==> src/sv/lpf_pkg.sv <==
// ----------------------------------------------------------------------------
// lpf_pkg
// Shared types and constants for the LED PWM fade/pulse controller.
// ----------------------------------------------------------------------------
package lpf_pkg;

    // Item commands carried in s_tuser.
    typedef enum logic [1:0] {
        CMD_TICK  = 2'd0,
        CMD_SET   = 2'd1,
        CMD_DIM   = 2'd2,
        CMD_PULSE = 2'd3
    } cmd_t;

    // Per-channel fade mode.
    typedef enum logic [2:0] {
        MODE_STOP       = 3'd0,
        MODE_DIM_UP     = 3'd1,
        MODE_DIM_DOWN   = 3'd2,
        MODE_PULSE_UP   = 3'd3,
        MODE_PULSE_DOWN = 3'd4
    } mode_t;

    // Sequencer states.
    typedef enum logic [1:0] {
        ST_IDLE,
        ST_FETCH,
        ST_UPDATE,
        ST_DONE
    } state_t;

    // Configuration register indexes.
    localparam logic [1:0] REG_PULSE_FLOOR   = 2'd0;
    localparam logic [1:0] REG_PULSE_CEILING = 2'd1;
    localparam logic [1:0] REG_STEP_PERIOD   = 2'd2;

    // Brightness limits and register reset values.
    localparam logic [6:0] LEVEL_MAX           = 7'd100;
    localparam logic [6:0] PHASE_TOP           = 7'd100;
    localparam logic [6:0] PULSE_FLOOR_RESET   = 7'd5;
    localparam logic [6:0] PULSE_CEILING_RESET = 7'd100;
    localparam logic [7:0] STEP_PERIOD_RESET   = 8'd150;

    // Width of the lit mask reported in the result.
    localparam int LIT_BITS = 5;

    // One channel's entry in the state memory.
    typedef struct packed {
        mode_t      mode;
        logic [6:0] goal;
        logic [6:0] level;
    } entry_t;

endpackage

==> src/sv/lpf_ram.sv <==
// ----------------------------------------------------------------------------
// lpf_ram
// Generic single-write, single-read RAM with a registered read port.
// ----------------------------------------------------------------------------
module lpf_ram #(
    parameter int WIDTH = 8,
    parameter int DEPTH = 16
) (
    input  logic                                  aclk,
    input  logic                                  we,
    input  logic [(DEPTH > 1 ? $clog2(DEPTH) : 1)-1:0] waddr,
    input  logic [WIDTH-1:0]                      wdata,
    input  logic                                  re,
    input  logic [(DEPTH > 1 ? $clog2(DEPTH) : 1)-1:0] raddr,
    output logic [WIDTH-1:0]                      rdata
);

    logic [WIDTH-1:0] mem [DEPTH];

    // Write port.
    always_ff @(posedge aclk) begin
        if (we) begin
            mem[waddr] <= wdata;
        end
    end

    // Registered read port.
    always_ff @(posedge aclk) begin
        if (re) begin
            rdata <= mem[raddr];
        end
    end

endmodule

==> src/sv/led_pwm_fade_pulse_controller.sv <==
// ----------------------------------------------------------------------------
// led_pwm_fade_pulse_controller
// Multichannel LED PWM controller with per-channel fade and pulse modes.
// ----------------------------------------------------------------------------
// Sequence: a tick goes through FETCH, then UPDATE for every channel in turn,
// then DONE; a command on a valid channel goes through FETCH, UPDATE and DONE,
// and a command on an absent channel goes straight to DONE. A new item is taken
// only in IDLE, once the last result has been handed off; the state memory is
// walked one entry per cycle. A stalled sink holds the next result in DONE.
// Reset (aresetn low, synchronous) clears all channels through valid bits.
module led_pwm_fade_pulse_controller
    import lpf_pkg::*;
#(
    parameter int NUM_CHANNELS = 5
) (
    input  logic        aclk,
    input  logic        aresetn,
    // Configuration write port.
    input  logic        cfg_wr_en,
    input  logic [1:0]  cfg_index,
    input  logic [7:0]  cfg_wdata,
    // Input items.
    input  logic        s_tvalid,
    output logic        s_tready,
    input  logic [15:0] s_tdata,   // [2:0] channel, [10:3] level, [11] pulse_enable
    input  logic [1:0]  s_tuser,   // [1:0] command
    // Results.
    output logic        m_tvalid,
    input  logic        m_tready,
    output logic [7:0]  m_tdata    // [4:0] led_lit
);

    localparam int IDX_W = (NUM_CHANNELS > 1) ? $clog2(NUM_CHANNELS) : 1;
    localparam int LW    = (NUM_CHANNELS > LIT_BITS) ? NUM_CHANNELS : LIT_BITS;
    localparam logic [IDX_W-1:0] LAST_IDX = IDX_W'(NUM_CHANNELS - 1);

    // Configuration registers.
    logic [6:0] pulse_floor_reg;
    logic [6:0] pulse_ceiling_reg;
    logic [7:0] step_period_reg;

    // Global PWM state.
    logic [6:0] pwm_phase_reg;
    logic [8:0] step_timer_reg;
    logic [NUM_CHANNELS-1:0] lit_reg;
    logic [NUM_CHANNELS-1:0] vld_reg;

    // Latched item.
    cmd_t             cmd_reg;
    logic [6:0]       lv_reg;
    logic             en_reg;
    logic             fire_reg;
    logic [IDX_W-1:0] idx_reg;
    logic [IDX_W-1:0] idx_next;

    // Sequencer.
    state_t state_reg;
    state_t state_next;

    // Memory port signals.
    logic             ram_re;
    logic [IDX_W-1:0] ram_raddr;
    logic             ram_we;
    entry_t           ram_rdata;
    entry_t           ram_wdata;

    // Result register.
    logic       m_tvalid_reg;
    logic [7:0] m_tdata_reg;

    logic       s_accept;
    logic       out_free;
    logic       ch_ok;
    logic [6:0] s_level_clamped;
    entry_t     cur;
    logic       lit_new;
    logic [LW-1:0] lit_ext;

    assign s_accept = s_tvalid && s_tready;
    assign out_free = !m_tvalid_reg || m_tready;
    assign ch_ok    = 32'(s_tdata[2:0]) < NUM_CHANNELS;
    assign s_level_clamped = (s_tdata[10:3] > 8'(LEVEL_MAX)) ? LEVEL_MAX : s_tdata[9:3];

    assign m_tvalid = m_tvalid_reg;
    assign m_tdata  = m_tdata_reg;

    // Channel state memory: one entry per channel.
    lpf_ram #(
        .WIDTH ($bits(entry_t)),
        .DEPTH (NUM_CHANNELS)
    ) u_state_ram (
        .aclk  (aclk),
        .we    (ram_we),
        .waddr (idx_reg),
        .wdata (ram_wdata),
        .re    (ram_re),
        .raddr (ram_raddr),
        .rdata (ram_rdata)
    );

    // Next-state logic.
    always_comb begin
        state_next = state_reg;
        case (state_reg)
            ST_IDLE: begin
                if (s_accept) begin
                    if (cmd_t'(s_tuser) != CMD_TICK && !ch_ok) begin
                        state_next = ST_DONE;
                    end else begin
                        state_next = ST_FETCH;
                    end
                end
            end
            ST_FETCH: state_next = ST_UPDATE;
            ST_UPDATE: begin
                if (cmd_reg != CMD_TICK || idx_reg == LAST_IDX) begin
                    state_next = ST_DONE;
                end
            end
            ST_DONE: begin
                if (out_free) begin
                    state_next = ST_IDLE;
                end
            end
            default: state_next = ST_IDLE;
        endcase
    end

    // Sequencer outputs.
    always_comb begin
        s_tready  = 1'b0;
        ram_re    = 1'b0;
        ram_raddr = idx_reg;
        ram_we    = 1'b0;
        idx_next  = idx_reg;
        case (state_reg)
            ST_IDLE: s_tready = 1'b1;
            ST_FETCH: ram_re = 1'b1;
            ST_UPDATE: begin
                ram_we = 1'b1;
                // A tick reads the next channel while writing this one.
                if (cmd_reg == CMD_TICK && idx_reg != LAST_IDX) begin
                    idx_next  = idx_reg + 1'b1;
                    ram_re    = 1'b1;
                    ram_raddr = idx_next;
                end
            end
            ST_DONE: ;
            default: ;
        endcase
    end

    // Entry as read, with never-written entries standing at their reset value.
    always_comb begin
        if (vld_reg[idx_reg]) begin
            cur = ram_rdata;
        end else begin
            cur.mode  = MODE_STOP;
            cur.goal  = '0;
            cur.level = '0;
        end
    end

    // Read-modify-write of one channel entry.
    always_comb begin
        ram_wdata = cur;
        lit_new   = lit_reg[idx_reg];
        case (cmd_reg)
            CMD_TICK: begin
                // PWM: off once the phase passes the level, on again at wrap.
                if (pwm_phase_reg > cur.level) begin
                    lit_new = 1'b0;
                end
                if (pwm_phase_reg == PHASE_TOP && cur.level != '0) begin
                    lit_new = 1'b1;
                end
                if (fire_reg) begin
                    case (cur.mode)
                        MODE_DIM_UP, MODE_DIM_DOWN: begin
                            if (cur.level == cur.goal) begin
                                ram_wdata.mode = MODE_STOP;
                            end else if (cur.mode == MODE_DIM_DOWN) begin
                                ram_wdata.level = cur.level - 1'b1;
                            end else begin
                                ram_wdata.level = cur.level + 1'b1;
                            end
                        end
                        MODE_PULSE_UP: begin
                            if (cur.level >= pulse_ceiling_reg) begin
                                ram_wdata.mode = MODE_PULSE_DOWN;
                            end else begin
                                ram_wdata.level = cur.level + 1'b1;
                            end
                        end
                        MODE_PULSE_DOWN: begin
                            if (cur.level <= pulse_floor_reg) begin
                                ram_wdata.mode = MODE_PULSE_UP;
                            end else begin
                                ram_wdata.level = cur.level - 1'b1;
                            end
                        end
                        default: ;
                    endcase
                end
            end
            CMD_SET: begin
                ram_wdata.level = lv_reg;
                ram_wdata.goal  = lv_reg;
                ram_wdata.mode  = MODE_STOP;
            end
            CMD_DIM: begin
                if (lv_reg > cur.level) begin
                    ram_wdata.mode = MODE_DIM_UP;
                    ram_wdata.goal = lv_reg;
                end else if (lv_reg < cur.level) begin
                    ram_wdata.mode = MODE_DIM_DOWN;
                    ram_wdata.goal = lv_reg;
                end
            end
            CMD_PULSE: begin
                ram_wdata.mode = en_reg ? MODE_PULSE_UP : MODE_STOP;
            end
            default: ;
        endcase
    end

    assign lit_ext = LW'(lit_reg);

    // Control registers.
    always_ff @(posedge aclk) begin
        if (!aresetn) begin
            state_reg         <= ST_IDLE;
            pulse_floor_reg   <= PULSE_FLOOR_RESET;
            pulse_ceiling_reg <= PULSE_CEILING_RESET;
            step_period_reg   <= STEP_PERIOD_RESET;
            pwm_phase_reg     <= '0;
            step_timer_reg    <= '0;
            lit_reg           <= '0;
            vld_reg           <= '0;
            m_tvalid_reg      <= 1'b0;
        end else begin
            state_reg <= state_next;

            // Register writes.
            if (cfg_wr_en) begin
                case (cfg_index)
                    REG_PULSE_FLOOR:   pulse_floor_reg   <= cfg_wdata[6:0];
                    REG_PULSE_CEILING: pulse_ceiling_reg <= cfg_wdata[6:0];
                    REG_STEP_PERIOD:   step_period_reg   <= cfg_wdata;
                    default: ;
                endcase
            end

            // Entry write-back and lit update.
            if (state_reg == ST_UPDATE) begin
                vld_reg[idx_reg] <= 1'b1;
                if (cmd_reg == CMD_TICK) begin
                    lit_reg[idx_reg] <= lit_new;
                end
            end

            // Result handoff.
            if (state_reg == ST_DONE && out_free) begin
                m_tvalid_reg <= 1'b1;
            end else if (m_tready) begin
                m_tvalid_reg <= 1'b0;
            end

            // A tick advances phase and step timer as its result is handed off.
            if (state_reg == ST_DONE && out_free && cmd_reg == CMD_TICK) begin
                pwm_phase_reg <= (pwm_phase_reg == PHASE_TOP) ? '0
                                                              : pwm_phase_reg + 1'b1;
                step_timer_reg <= fire_reg ? '0 : step_timer_reg + 1'b1;
            end
        end
    end

    // Payload registers.
    always_ff @(posedge aclk) begin
        if (s_accept) begin
            cmd_reg  <= cmd_t'(s_tuser);
            lv_reg   <= s_level_clamped;
            en_reg   <= s_tdata[11];
            fire_reg <= step_timer_reg > {1'b0, step_period_reg};
            idx_reg  <= (cmd_t'(s_tuser) == CMD_TICK) ? '0 : IDX_W'(s_tdata[2:0]);
        end else if (state_reg == ST_UPDATE) begin
            idx_reg <= idx_next;
        end
        if (state_reg == ST_DONE && out_free) begin
            m_tdata_reg <= {3'b000, lit_ext[LIT_BITS-1:0]};
        end
    end

endmodule

==> config.mk <==
export PLATFORM = sky130hd
export DESIGN_NAME = led_pwm_fade_pulse_controller
export DESIGN_NICKNAME = d
export VERILOG_FILES = /design/src/sv/lpf_pkg.sv /design/src/sv/lpf_ram.sv /design/src/sv/led_pwm_fade_pulse_controller.sv
export SDC_FILE = /design/constraint.sdc
export NUM_CORES = 1
export LEC_CHECK = 0
export BUFFER_PORTS_ARGS = -buffer_cell sky130_fd_sc_hd__buf_2
export CAP_MARGIN = 25
export CORE_UTILIZATION = 56
export CTS_CLUSTER_SIZE = 40
export DETAILED_ROUTE_END_ITERATION = 6
export PLACE_DENSITY_LB_ADDON = 0.05
export SLEW_MARGIN = 20
export SYNTH_ARGS = -nofsm -noshare
export SYNTH_HDL_FRONTEND = slang
export SYNTH_HIERARCHICAL = 1
export SYNTH_SLANG_ARGS = --single-unit
==> constraint.sdc <==
create_clock -name aclk -period 4.2 [get_ports aclk]
set_input_delay 0.21 -clock aclk [delete_from_list [all_inputs] [get_ports aclk]]
set_output_delay 0.21 -clock aclk [all_outputs]
set_load 0.05 [all_outputs]
; ---- Yosys cells after proc, flatten, opt, wreduce, memory -nomap -nowiden
; Memories as Yosys holds them, arrays and structs flattened. A register that Yosys moved wholly into a read port is not among the register bits.
; Cells that the tools add are included.
[classes]
add_sub_neg = 5
n_lt_le_gt_ge = 10
eq_ne = 19
muxes = 47
bitwise = 1
n_reduce_logical = 25
[ops]
columns = cell, count
row1 = 7-bit 2-to-1 mux, 6
row2 = 7-bit case mux with 2 select lines, 2
row3 = 3-bit 2-to-1 mux, 8
row4 = 7-bit case mux with 3 select lines, 1
row5 = 10-bit 2-to-1 mux, 2
row6 = 17-bit 2-to-1 mux, 1
row7 = 7-bit by 1-bit adder with 7-bit output (second input constant), 2
row8 = 7-bit > comparator, 2
row9 = 1-bit 2-to-1 mux, 13
row10 = 3-bit case mux with 4 select lines, 1
row11 = 2-bit == test (second input constant), 5
row12 = 2-bit 2-to-1 mux, 5
row13 = 9-bit by 1-bit adder with 9-bit output (second input constant), 1
row14 = 9-bit by 8-bit > comparator with 1-bit output, 1
row15 = 9-bit 2-to-1 mux, 1
row16 = 3-bit case mux with 3 select lines, 1
row17 = 8-bit by 7-bit > comparator with 1-bit output (second input constant), 1
row18 = 2-bit zero test, 4
row19 = 2-bit case mux with 4 select lines, 1
row20 = 2-bit AND reduction, 4
row21 = 7-bit == test, 1
row22 = 7-bit == test (second input constant), 1
row23 = 7-bit greater-or-equal comparator, 1
row24 = 7-bit <= comparator, 1
row25 = 24 further kinds, 41
[word_totals]
ff_bits = 70
ram_bits = 85
inputBits = 33
out_inout_bits = 10
elab_cells = 123
n_memories = 1
[mem_list]
columns = memory, depth, word_bits, read_ports, rd_ports_with_merged_regs, wr, line_no
row1 = u_state_ram.mem, 5, 17, 1, 1, 1, lpf_ram.sv:18  ; logic [WIDTH-1:0] mem [DEPTH];

; ---- Logic depth before layout (Yosys ltp)
; Gate-level depths: netlist of the first run.
[depth]
word_depth = 9
depth_mapped = 19
depth_no_buf = 15

; ---- By module
; The synthesis of the first run kept the hierarchy.
[by_module_without_submodules]
columns = module, instances, cells_per_inst, area_per_inst_um2, seq_area_each_um2
row1 = led_pwm_fade_pulse_controller, 1, 598, 5002.3, 1561.5
row2 = lpf_ram, 1, 208, 3955.0, 3062.9

; ---- Worst setup path before layout of the first run
; Ideal clock, no wire load.
[synth_path]
path_type = register to register
from = reg idx_reg[0]
to = mem u_state_ram/mem[0][4] (netlist bit) (data pin)
setup_ns = 0.282
t_arrival_ns = 4.350
required_ns = 3.918
setup_slack_ns = -0.432
stages_incl_launch_ff = 19
path_buffers = 4
synth_period_minus_slack_ns = 4.632
path_cell_list = dfxtp_1 -> buf_4 -> nor3b_1 -> a22o_1 -> buf_6 -> or2_1 -> buf_6 -> clkbuf_1 -> nand2_1 -> ha_1 -> nor2b_1 -> maj3_1 -> maj3_1 -> a2111oi_4 -> a211oi_2 -> o2111a_2 -> and3_4 -> a31o_1 -> or3b_1
[synth_lines]
columns = item, line_no
row1 = start: declaration, led_pwm_fade_pulse_controller.sv:53  ; logic [IDX_W-1:0] idx_reg;
row2 = start signal: assignment, led_pwm_fade_pulse_controller.sv:285  ; idx_reg <= (cmd_t'(s_tuser) == CMD_TICK) ? '0 : IDX_W'(s_tdata[2:0]);
row3 = start signal: assignment, led_pwm_fade_pulse_controller.sv:287  ; idx_reg <= idx_next;
row4 = end: declaration, lpf_ram.sv:18

==> flow_metrics.py, run 1 <==
metrics = {
    "die": {
        "core_area_um2": 15400,
        "die_h_um": 128,
        "row_count": 45,
        "dieWidth_um": 128,
        "dieArea_um2": 16500,
        "initial_utilization_pct": 58.1,
        "io_pins": 43,
    },
    "run": {
        "cap_violations": 0,
    },
    "sta": {
        "tightest_slew_ns": 0.914,
        "finalHoldViolCount": 0,
        "setup_viol": 0,
        "fin_worst_skew_ns": 0.0119,
        "slew_violations": 0,
        "max_freq_mhz": 247,
        "holdWs_ns": 0.0297,
        "fin_crit_sh_pct": 96.5,
        "grt_setup_unrepaired": "no",
        "fin_tns_setup_ns": 0,
        "period_minus_slack_ns": 4.05,
        "relSlewSlack_pct": 38.9,
    },
    "placement": {
        "io_buffers": 35,
        "dp_hpwl_um": 14300,
        "postPlaceCellArea_um2": 9420,
        "gp_congestion": 0.915,
    },
    "final_layout": {
        "fin_util_pct": 65.4,
        "syn_to_final_growth_pct": 12.6,
        "antenna_cells": 0,
        "num-nets-final": 926,
        "drive_gt1_share_pct": 16.7,
        "largest_reg_flops": 85,
        "fin_area_um2": 10100,
    },
    "clocking": {
        "htreeDepth": 4,
        "clock_path_buffers": 2,
        "clock_sinks": 172,
        "numCtsBuffers": 17,
        "cts_tree": "done",
        "clk_pin_slew_worst_paths_ns": 0.07,
        "root_buffer": "clkbuf_16",
        "clk_latency_ns": 0.44,
    },
    "critical_path": {
        "cp.required_ns": 4.37,
        "cp_max_fo": 8,
        "crit_path_start": "idx_reg[0]",
        "crit_arrival_ns": 4.22,
        "cp-start-kind": "flip-flop",
        "crit_path_end_kind": "flip-flop",
        "timing.rr.start": "idx_reg[0]",
        "worst-setup-path-type": "reg -> reg",
    },
    "synthesis": {
        "async_reset_ff_share_pct": 0,
        "synth_edf_count": 118,
        "ys.flop_type": "edfxtp_1",
        "synth_area_um2": 8960,
        "ys_types": 75,
        "synth_warnings": 6,
        "synthCells": 806,
        "ys_ff_latch": 172,
        "netlist.area_leader.share_pct": 39.6,
        "syn_avg_cell_area_um2": 11.1,
        "yosys-top-cells-area": "edfxtp_1 (40%), dfxtp_1 (12%), ha_1 (5.9%)",
        "ys_seq_area_share_pct": 51.6,
        "synth_top_cell_by_area": "edfxtp_1",
    },
    "global_routing": {
        "grt_pass1_vias": 6264,
        "overflow": 0,
        "grt_max_degree": 53,
        "antenna_found_initial": 0,
        "grtUsageTotal_pct": 27.1,
        "grt_first_pass_wirelength_um": 33200,
    },
    "power": {
        "leakage_nw": 3.79,
        "ir_drop_uv": 474,
        "cellPowerDensity_nw_per_um2": 567,
    },
    "route": {
        "firstDrtPassIters": 6,
        "vias": 6460,
        "drt_iter0_drc": 527,
        "vias_per_cell": 6.01,
        "ant_nets": 0,
        "routedWlPerCell_um": 19.7,
        "drc": 0,
        "wl_um": 21100,
    },
    "status": {
        "status": "completed",
    },
    "worst_hold_path": {
        "hp-start": "cfg_wdata[7]",
        "hold_class": "in -> reg",
    },
}
[area by class of cell]
cell class                      instances  area, um^2
Clock inverter                         15         165
Tap cell                              211         264
Clock buffer                           17         425
Sequential cell                       172        4630
Fill cell                            1218        5350
Inverter                               55         206
Timing Repair Buffer                   64         428
Multi-Input combinational cell        541        3960
[power breakdown]
group	switching, mW	internal [mW]
Sequential	0.206	2.15
Clock	0.748	0.801
Combinational	1.14	0.677
[routing by layer]
metal / GRT usage (%) / vias up / part of all wire (%)
met2: 45.4 / 220 / 49
met1: 35.2 / 3147 / 44
met5: 0 / - / 0
met3: 5.90 / 28 / 6.6
li1: - / 3065 / -
met4: 8.30 / 0 / 1.3
[worst paths after layout]
kind | cells past startpoint | endpoint | slack, ns
setup reg to reg | 14 | u_state_ram/mem[0][4] | 0.15
setup / recovery | 14 | u_state_ram/mem[0][4] | 0.15
hold / removal | 3 | step_period_reg[7] | 0.03
hold reg to reg | 0 | m_tdata[2] | 0.47
[kinds of logic (layout without fill, tap and decap cells)]
logic type / Yosys count / count (layout) / share of synthesized area (%)
other: 1 / 3 / 0.0419
buffers and inverters: 95 / 151 / 5.04
and+or+nand+nor: 251 / 251 / 14.5
adders and majority gates: 47 / 47 / 6.43
xor gates and xnor gates: 27 / 27 / 2.64
AOI/OAI and AO/OA: 177 / 177 / 15.5
muxes: 36 / 36 / 4.18
DFF: 172 / 172 / 51.6
[metrics by stage]
step	setup slack, ns	std cells	total power [mW]
after global routing	0.00352	1075	6.00
after global placement	0.0702	1037	4.10
after floorplan	0.0110	808	3.70
after detailed placement	-0.0635	1038	4.16
after CTS	0.00147	1073	5.72
final	0.147	1075	5.72
[critical path: stages (launching register included)]
cell	delay, ns
dfxtp_4	0.41
mux2_1	0.33
a22o_1	0.24
or2_4	0.27
nand2_4	0.10
ha_1	0.13
nor2b_1	0.06
maj3_1	0.36
maj3_2	0.34
a2111oi_4	0.28
a211oi_2	0.15
o2111a_2	0.31
and3_4	0.18
a31o_1	0.20
or3b_4	0.42
[synth_stat cells (8+ instances only)]
master,instances
clkbuf_1,19
edfxtp_1,118
nor2b_1,47
and2_1,8
dfxtp_1,54
mux2i_1,34
nand2_1,61
nand4_1,14
nor2_1,47
xnor2_1,11
a21oi_1,29
nand3_1,13
nor3_1,16
ha_1,42
a221oi_1,8
a211oi_1,8
a221oi_2,10
a211oi_2,11
inv_1,54
xor2_1,16
o21ai_0,30
a31oi_1,12
nand2b_1,9
[cell usage in the layout (no fill, tap or decap), drive strengths merged, types with 5 or more instances in the layout]
cell type / Yosys / final
inv: 55 / 64
xnor2: 11 / 11
a211oi: 19 / 19
a221oi: 18 / 18
nand2: 61 / 61
xor2: 16 / 16
o211ai: 5 / 5
dfxtp: 54 / 54
nand3: 13 / 13
clkinv: 0 / 5
o21ai: 33 / 33
ha: 42 / 42
edfxtp: 118 / 118
or2: 5 / 5
maj3: 5 / 5
a22o: 7 / 7
clkbuf: 19 / 17
nor2: 48 / 48
o21a: 7 / 7
and2: 8 / 8
nor3: 16 / 16
and3: 6 / 6
a21oi: 29 / 29
buf: 21 / 61
nand4: 14 / 14
nand3b: 5 / 5
a31oi: 12 / 12
a21o: 5 / 5
mux2i: 34 / 34
nor2b: 47 / 47
or3: 6 / 6
nand2b: 10 / 10
[repair_timing]
item,CTS,global route
buffers inserted,0,1
endpoints found under the setup margin,5,65
pin swaps,0,2
endpoints found under the hold margin,3,0
resized for setup,1,6
cloned,0,0
hold buffers,3,0
(Power assumes the default switching activity.)
==> run 2, diff against run 1 <==
==> constraint.sdc (replaced) <==
create_clock -name aclk -period 3.4 [get_ports aclk]
set_input_delay 0.17 -clock aclk [delete_from_list [all_inputs] [get_ports aclk]]
set_output_delay 0.17 -clock aclk [all_outputs]
set_load 0.05 [all_outputs]
==> flow_metrics.py, run 2 (same netlist as run 1, synthesis figures left out) <==
metrics = {
    "status": {
        "status": "finished with violations",
        "violations": "negative setup slack",
    },
    "power": {
        "seq_power_share_pct": 38.9,
        "p_sw_share_pct": 36.0,
        "p_sw_mw": 2.67,
        "p_int_mw": 4.76,
        "cellPowerDensity_nw_per_um2": 683,
        "ir_drop_uv": 639,
        "p_clk_share_pct": 26.2,
        "leakage_nw": 4.12,
        "p_comb_share_pct": 34.9,
    },
    "final_layout": {
        "num-nets-final": 984,
        "fin_util_pct": 70.6,
        "fin_area_um2": 10900,
        "drive_gt1_share_pct": 25.7,
        "largest_reg_flops": 85,
        "syn_to_final_growth_pct": 21.5,
        "fin_cells": 1133,
        "layout_commonest_cell": "edfxtp_1",
        "fillerInstances": 1148,
        "antenna_cells": 0,
        "layout_common_cells": "edfxtp_1 (118), buf_4 (69), nand2_1 (59)",
    },
    "sta": {
        "tightest_slew_ns": 0.709,
        "finalWorstSetupSlack_ns": -0.273,
        "grt_setup_unrepaired": "yes",
        "setup_viol": 50,
        "fin_crit_sh_pct": 108,
        "period_minus_slack_ns": 3.67,
        "fin_tns_setup_ns": -7.59,
        "fin_worst_skew_ns": 0.00869,
        "finalHoldViolCount": 0,
        "relSlewSlack_pct": 52.3,
        "max_freq_mhz": 272,
        "slew_violations": 0,
    },
    "die": {
        "die_h_um": 128,
        "initial_utilization_pct": 58.1,
        "io_pins": 43,
        "row_count": 45,
        "dieWidth_um": 128,
        "core_area_um2": 15400,
        "dieArea_um2": 16500,
    },
    "critical_path": {
        "r2r_cells": 15,
        "crit_path_start": "idx_reg[0]",
        "cp_max_fo": 5,
        "crit_end": "u_state_ram/mem[4][4]",
        "crit_path_end_kind": "flip-flop",
        "worst-setup-path-type": "reg -> reg",
        "crit_arrival_ns": 3.84,
        "regToRegSetupSlack_ns": -0.27,
        "timing.rr.start": "idx_reg[0]",
        "rr_endpoint": "u_state_ram/mem[4][4]",
        "cp-start-kind": "flip-flop",
        "cp.required_ns": 3.57,
    },
    "global_routing": {
        "grt_pass1_vias": 6540,
        "overflow": 0,
        "grtUsageTotal_pct": 27.5,
        "grt_max_degree": 40,
        "antenna_found_initial": 0,
        "grt_first_pass_wirelength_um": 34000,
    },
    "clocking": {
        "clk_pin_slew_worst_paths_ns": 0.06,
        "numCtsBuffers": 17,
        "htreeDepth": 4,
        "clock_sinks": 172,
        "root_buffer": "clkbuf_16",
        "clk_latency_ns": 0.43,
        "clock_path_buffers": 2,
        "cts_tree": "done",
    },
    "placement": {
        "gp_congestion": 0.933,
        "postPlaceCellArea_um2": 9730,
        "dp_cells": 1076,
        "io_buffers": 35,
        "dp_hpwl_um": 15400,
    },
    "route": {
        "routedWlPerCell_um": 19.4,
        "ant_nets": 0,
        "wl_um": 22000,
        "firstDrtPassIters": 5,
        "vias": 6594,
        "drt_iter0_drc": 437,
        "drc": 0,
        "vias_per_cell": 5.82,
    },
    "worst_hold_path": {
        "hold_class": "in -> reg",
    },
    "run": {
        "cap_violations": 0,
    },
}
==> run 2: cell count changes in the layout (fill, tap and decap cells not counted), moves of 3 or more <==
| cell | delta |
|---|---|
| a21oi_1 | -3 |
| a21oi_2 | +4 |
| a22o_1 | -5 |
| a22o_4 | +5 |
| a31oi_1 | -3 |
| buf_4 | +46 |
| buf_6 | +10 |
| dlygate4sd3_1 | +5 |
| ha_1 | -7 |
| ha_4 | +6 |
| o21ai_0 | -5 |
==> run 2: worst min path at each step <==
| stage | start | depth (start not counted) | end | slack (ns) |
|---|---|---|---|---|
| after floorplan | s_tuser[0] | 0 | cmd_reg[0] | 0.27 |
| after global placement | s_tdata[11] | 1 | en_reg | 0.35 |
| final | s_tdata[0] | 3 | idx_reg[0] | 0.02 |
| after global routing | s_tdata[9] | 2 | lv_reg[6] | 0.03 |
| after detailed placement | s_tdata[11] | 1 | en_reg | 0.35 |
| after CTS | s_tdata[8] | 2 | lv_reg[5] | 0.01 |
==> run 2: routing by layer <==
layer | global-route usage (%) | wire (um) | vias to the layer above
li1 | - | - | 3183
met1 | 35.7 | 9970 | 3227
met2 | 47.2 | 10900 | 161
met3 | 4.37 | 856 | 23
met4 | 8.72 | 307 | 0
met5 | 1.76 | 0 | -
==> run 2: through the flow <==
stage	power, mW	hold slack (ns)	setup WS (ns)
after floorplan	4.60	0.269	-0.567
after global placement	5.24	0.348	-0.342
after detailed placement	5.31	0.349	-0.482
after CTS	7.33	0.0105	-0.238
after global routing	7.76	0.0287	-0.355
final	7.43	0.0218	-0.273
==> run 2: cell type report <==
class | count | area, um^2 | share of cell area (%)
sequential | 172 | 4630 | 42.5
multi-input combinational | 541 | 4300 | 39.5
timing repair buffer | 122 | 886 | 8.14
clock buffer | 17 | 425 | 3.91
tap | 211 | 264 | 2.43
inverter | 55 | 211 | 1.94
clock inverter | 15 | 174 | 1.60
==> run 2: timing repair <==
item / CTS / global route
setup buffers: 6 / 12
pin swaps: 25 / 21
hold buffers: 8 / 0
endpoints found under the setup margin: 85 / 90
resized for setup: 29 / 34
endpoints found under the hold margin: 9 / 0
==> run 2: critical path: stages (launching register included) <==
cell and delay [ns]:
dfxtp_4 0.36, mux2_4 0.29, a22o_1 0.21, or2_4 0.27, buf_6 0.13, nand2_4 0.07, inv_4 0.04, ha_4 0.24
a21boi_4 0.17, nand3_2 0.10, a2111oi_4 0.34, a211oi_2 0.16, o2111a_2 0.29, and3_4 0.18, a31o_1 0.17, or3b_4 0.39
==> run 2: power by group through the flow <==
stage               logic [mW]  clock network, mW  registers (mW)
global placement          2.34                  0            2.91
CTS                       2.47               1.98            2.88
global route              2.80               2.05            2.91
finish                    2.59               1.94            2.89
detailed placement        2.39                  0            2.92
floorplan                 1.75                  0            2.84
